`src/rtl/emlp_pkg.sv`:
```
`timescale 1ns / 1ps
// Shared types and constants for the edge max-label propagation block.
// Used by emlp_ctrl, emlp_datapath and edge_max_label_propagation.
package emlp_pkg;

    // Fixed field widths of the item and result ports
    localparam int IDX_W  = 10;
    localparam int DATA_W = 32;
    localparam int REQ_W  = 2;

    // Default vertex store depth
    localparam int VERTEX_COUNT_DEF = 1024;

    // Request codes
    localparam logic [REQ_W-1:0] REQ_LOAD = 2'd0;
    localparam logic [REQ_W-1:0] REQ_EDGE = 2'd1;
    localparam logic [REQ_W-1:0] REQ_READ = 2'd2;

    // Controller states, one-hot
    typedef enum logic [2:0] {
        ST_IDLE = 3'b001,
        ST_EDGE = 3'b010,
        ST_READ = 3'b100
    } state_t;

    // Commands from controller to datapath
    typedef struct packed {
        logic accept;       // input transfer this cycle
        logic edge_update;  // compare and write back the fetched edge values
        logic read_capture; // move fetched read value into the output register
    } cmd_t;

    // Status from datapath to controller
    typedef struct packed {
        logic out_free;     // output register empty or draining this cycle
    } status_t;

endpackage

```
`src/rtl/emlp_ctrl.sv`:
```
`timescale 1ns / 1ps
// Controller state machine for the edge max-label propagation block.
// Depends on emlp_pkg for state, command and status types.
module emlp_ctrl
    import emlp_pkg::*;
(
    input  logic             clk,
    input  logic             rst_n,
    input  logic             in_valid,
    input  logic [REQ_W-1:0] req_type,
    input  status_t          status,
    output logic             in_stall,
    output cmd_t             cmd,
    output state_t           state
);

    state_t state_reg;
    state_t state_next;

    // Next state and commands
    always_comb
    begin
        state_next       = state_reg;
        in_stall         = 1'b1;
        cmd.accept       = 1'b0;
        cmd.edge_update  = 1'b0;
        cmd.read_capture = 1'b0;
        unique case (state_reg)
            ST_IDLE:
            begin
                in_stall   = 1'b0;
                cmd.accept = in_valid;
                if (in_valid)
                begin
                    if (req_type == REQ_EDGE)
                        state_next = ST_EDGE;
                    else if (req_type == REQ_READ)
                        state_next = ST_READ;
                end
            end
            ST_EDGE:
            begin
                cmd.edge_update = 1'b1;
                state_next      = ST_IDLE;
            end
            ST_READ:
            begin
                // wait until the output register can take the result
                cmd.read_capture = status.out_free;
                if (status.out_free)
                    state_next = ST_IDLE;
            end
            default:
            begin
                state_next = ST_IDLE;
            end
        endcase
    end

    // State register
    always_ff @(posedge clk or negedge rst_n)
    begin
        if (!rst_n)
            state_reg <= ST_IDLE;
        else
            state_reg <= state_next;
    end

    assign state = state_reg;

endmodule

```
`config.mk`:
```
export PLATFORM = sky130hd
export DESIGN_NAME = emlp_ctrl
export DESIGN_NICKNAME = d
export VERILOG_FILES = /design/src/rtl/emlp_pkg.sv /design/src/rtl/emlp_ctrl.sv
export SDC_FILE = /design/constraint.sdc
export NUM_CORES = 1
export LEC_CHECK = 0
export ABC_CLOCK_PERIOD_IN_PS = 1800
export BUFFER_PORTS_ARGS = -buffer_cell sky130_fd_sc_hd__buf_2
export CAP_MARGIN = 15
export CORE_AREA = 2 2 39 41
export CTS_CLUSTER_DIAMETER = 120
export DETAILED_ROUTE_END_ITERATION = 10
export DIE_AREA = 0 0 41 43
export PLACE_DENSITY = 0.46
export RECOVER_POWER = 50
export SLEW_MARGIN = 10
export SYNTH_ARGS = -nofsm -noshare
export SYNTH_HDL_FRONTEND = slang
export SYNTH_SLANG_ARGS = --single-unit
```
`constraint.sdc`:
```
create_clock -name clk -period 1.8 [get_ports clk]
set_input_delay 0.36 -clock clk [delete_from_list [all_inputs] [get_ports clk]]
set_output_delay 0.36 -clock clk [all_outputs]
set_load 0.05 [all_outputs]
```
Word level (Yosys, flattened, before mapping)
Index checks and enable logic that the tools add are counted.
{ "totals": {"ff_bits": 3, "input_bits": 6, "out_inout_bits": 7, "elab_cells": 19} }
{ "op_classes": {"n_eq_ne": 8, "mux": 9, "n_reduce_logical": 1} }
{ "op_table": {"columns": ["op", "n"], "rows": [
  ["2-to-1 mux 3 bit", 4],
  ["case mux 3 bit (2 select lines)", 1],
  ["2-to-1 mux 1 bit", 4],
  ["!= test 2 bit, second input constant", 2],
  ["equality test 3 x 1 -> 1 bit, second input constant", 1],
  ["equality test 3 x 2 -> 1 bit, second input constant", 1],
  ["equality test 3 bit, second input constant", 1],
  ["!= test 3 bit, second input constant", 1],
  ["AND reduction 3 bit", 1],
  ["equality test 2 x 1 -> 1 bit, second input constant", 1],
  ["equality test 2 bit, second input constant", 1]
]} }

Longest topological paths before layout
{ "logic_depth": {"ltp_word": 5, "ltp_mapped": 4} }

Least setup slack after synthesis
Ideal clock, no wire load.
{ "synth_path": {"path_type": "reg2out", "from": "reg state_reg[1], in the netlist state[1]", "to": "out cmd[1] (netlist bit)", "arrival_time_ns": 1.900, "path_slack_ns": -0.460, "path_stages_with_launch": 2, "cell_sequence": "dfrtp_1 nor3b_1"} }
{ "synth_rtl": {"columns": ["item", "line_no", "text"], "rows": [
  ["start, declared", "emlp_ctrl.sv:17", "state_t state_reg;"],
  ["start signal, assigned", "emlp_ctrl.sv:66", "state_reg <= state_next;"],
  ["end, declared", "emlp_ctrl.sv:13", "output cmd_t cmd,"]
]} }

==> results by group <==
Status
  • Status: completed

Worst setup path
  • Crit path DAT: 1310 ps
  • CP peak stage delay: 510 ps
  • Critical path's slowest cell: dfstp_2
  • CP required: 1440 ps
  • Critical path capture point type: output port
  • Kind of cell adding the most delay to the critical path: flip-flops
  • Register-to-Register Path Depth: 3
  • Reg2Reg Capture Point: state[2]$_DFFE_PN0P_
  • Crit-path cells: buf_4, and4bb_2, buf_2
  • Crit path buf inv count: 2
  • R2R Setup Slk: 650 ps
  • Crit path kind: reg2out
  • CP Max Fanout: 5
  • Critical R2R Launch: state[0]$_DFFE_PN1P_
  • Crit start category: register

Floorplanning
  • Die area: 1760 um^2
  • Die Y: 43 um
  • Core footprint: about 1400 um^2
  • Initial Util: 0.134
  • Die width: 41 um
  • Rows: 14
  • I/O pin count: 13

Synth
  • Post-Syn Area per Cell: approximately 12 um^2
  • Syn Nets: 23
  • Flops & latches, synth: 3
  • Mapped Area: 185 um^2
  • Commonest cells post-synth: dfrtp_1, inv_1, nor3b_1
  • Sequential fraction of the synthesis area: 0.412
  • Top post-synthesis cells by area: dfrtp_1, dfstp_2, nand4bb_2
  • Synth Instances: 16
  • Async set-reset flop share out of synthesis: 1.00
  • Yosys top cell by area: dfrtp_1
  • Synth Flop Type: dfrtp_1
  • Post-synth EDFFs: 0
  • Syn. warnings: 0
  • Unique masters post-synth: 13
  • Area share of the largest cell type after synthesis: 0.270

STA
  • RSZ-0062 raised after global routing: false
  • Setup TNS: 0 ps
  • Max-Slew Margin vs Limit: 0.835
  • Post-route clock period utilization: 0.928
  • Worst Clk Skew: 2.68 ps
  • Maximum clock frequency: 598 MHz
  • Slew Viols, Final: 0
  • # setup viols final: 0
  • Measured slew at the worst slew-check pin: 249 ps
  • Fin. Hold Viols: 0
  • Tmin final: 1670 ps

Final layout
  • # fillers: between 150 and 200
  • Register Area: 76.3 um^2
  • Layout cells sized above 1: 0.667
  • Syn-to-layout area delta: 81.8%
  • Layout Nets: 44
  • Antenna diode instance count: 0
  • Max reg flops: 3
  • Area of the multi-input gates: 113 um^2

Detailed routing
  • Post-route DRC: 0
  • Via Count: around 200
  • DRT Pass-1 Iters: 1
  • Routed Antenna Nets: 0
  • Initial detailed-routing violation count: 0
  • Wire per inst: 9.69 um
  • Final wirelength: 504 um
  • Drt via density: around 3.8

Global route
  • Total Routing Usage GR: 0.0754
  • Vias in the first global route: 185
  • Initial antenna violation count: 0
  • First-pass GRT wire length: 786 um
  • Grt total ovfl: 0
  • Pin count of the biggest net entering global routing: 8

Clocking
  • Skew-Pair Late Insertion Delay: 240 ps
  • Htree depth: 1
  • Root buffer cell: clkbuf_4
  • Clock-pin slew on the worst setup and hold paths: 40 ps
  • Clock Path Buffers: 2
  • Clock tree from TritonCTS: done
  • Postcts setup bufs: 0
  • Clock sinks: 3
  • CTS buffer count: 3

Power
  • Sw Share: 0.362
  • Comb pwr share: 0.370
  • Pint: between 0.0002 and 0.00025 W
  • Clock power frac: 0.380
  • Leakage power: 0.177 nW
  • Seq pwr share: 0.250
  • Worst vdd ir: between 300 and 400 uV
  • Overall power: between 0.0003 and 0.0004 W
  • Sw Pwr: around 0.00011 W
  • Pwr per Cell Area: 941 nW/um^2

Min path
  • WHS Endpoint: state[2]$_DFFE_PN0P_
  • Hold Crit Start: in_valid
  • Hold Crit Class: in2reg
  • Hold path cells: 3

Place
  • RD Place Congestion: a little over 0.6
  • Port bufs: 12

Run
  • Maximum Capacitance Violations: 0
==> routing by layer <==
metal	vias to the layer above	global-route usage	wire length, um	share of wire
li1	100	-	-	-
met1	81	0.0968	244	0.48
met2	16	0.0750	174	0.35
met3	0	0.0942	85	0.17
met4	0	0.0200	0	0
met5	-	0	0	0
==> kinds of logic (layout without fill, tap and decap cells) <==
kind of cell,Yosys count,count (layout),share of synthesized area
buf+inv,2,22,0.0406
fa+ha+maj,1,1,0.0676
compound gates,2,2,0.0744
simple gates,8,8,0.405
flops,3,3,0.412
==> placed cells by master (no fill, tap or decap), types with 2 or more instances in the layout <==
| master | Yosys | routed |
|---|---|---|
| dfrtp_1 | 2 | 2 |
| clkbuf_4 | 0 | 3 |
| buf_2 | 0 | 10 |
| buf_4 | 0 | 4 |
| nor3b_2 | 0 | 2 |
| inv_1 | 2 | 2 |
| clkbuf_1 | 0 | 2 |
==> through the flow <==
| step | worst slack (ps) | hold WS [ps] | util | instance area, um^2 | instances |
|---|---|---|---|---|---|
| 3_3_place_gp | 299 | 160 | 0.212 | 294 | 47 |
| 6_report | 129 | 452 | 0.243 | 337 | 52 |
| 5_1_grt | 86.2 | 473 | 0.243 | 337 | 52 |
| 2_1_floorplan | 10.4 | 64.4 | - | 191 | 16 |
| 3_5_place_dp | 253 | 160 | 0.212 | 294 | 47 |
| 4_1_cts | 39.9 | 441 | 0.241 | 333 | 52 |
==> cell type report <==
type                    instances  area share
clock buffers                   4      0.0781
inverters                       2      0.0223
multi-input cells              11       0.335
flip-flops and latches          3       0.227
well taps                      16      0.0595
repair buffers                 16       0.279
==> timing repair <==
action | CTS | global route
pin swaps | 0 | 0
hold endpoints to repair | 2 | 0
resized for setup | 1 | 1
hold buffers | 1 | 0
endpoints found under the setup margin | 1 | 2
gates cloned | 0 | 0
==> power groups by stage <==
| stage | Sequential [W] | Combinational (W) | Clock (W) |
|---|---|---|---|
| after CTS | 0.0000785 | 0.000117 | 0.000127 |
| after detailed placement | 0.0000793 | 0.000113 | 0 |
| final | 0.0000790 | 0.000117 | 0.000120 |
| after global placement | 0.0000793 | 0.000114 | 0 |
| after floorplan | 0.000103 | 0.0000519 | 0 |
| after global routing | 0.0000801 | 0.000125 | 0.000135 |
==> worst max-delay path by stage <==
stage / startpoint / endpoint / slack [ps] / cells after the start
6_report: state[0]$_DFFE_PN1P_ / cmd[0] / 130 / 3
5_1_grt: state[0]$_DFFE_PN1P_ / cmd[0] / 90 / 3
4_1_cts: state[0]$_DFFE_PN1P_ / in_stall / 40 / 4
3_5_place_dp: state[0]$_DFFE_PN1P_ / cmd[2] / 250 / 3
3_3_place_gp: state[0]$_DFFE_PN1P_ / cmd[2] / 300 / 3
2_1_floorplan: state[1]$_DFFE_PN0P_ / cmd[1] / 10 / 1
==> worst reg2reg max path, cell delays in order (launching register included) <==
cell and delay, ps:
dfstp_2 360, buf_4 140, or3b_1 400, o22ai_1 170
(Power assumes the default switching activity.)
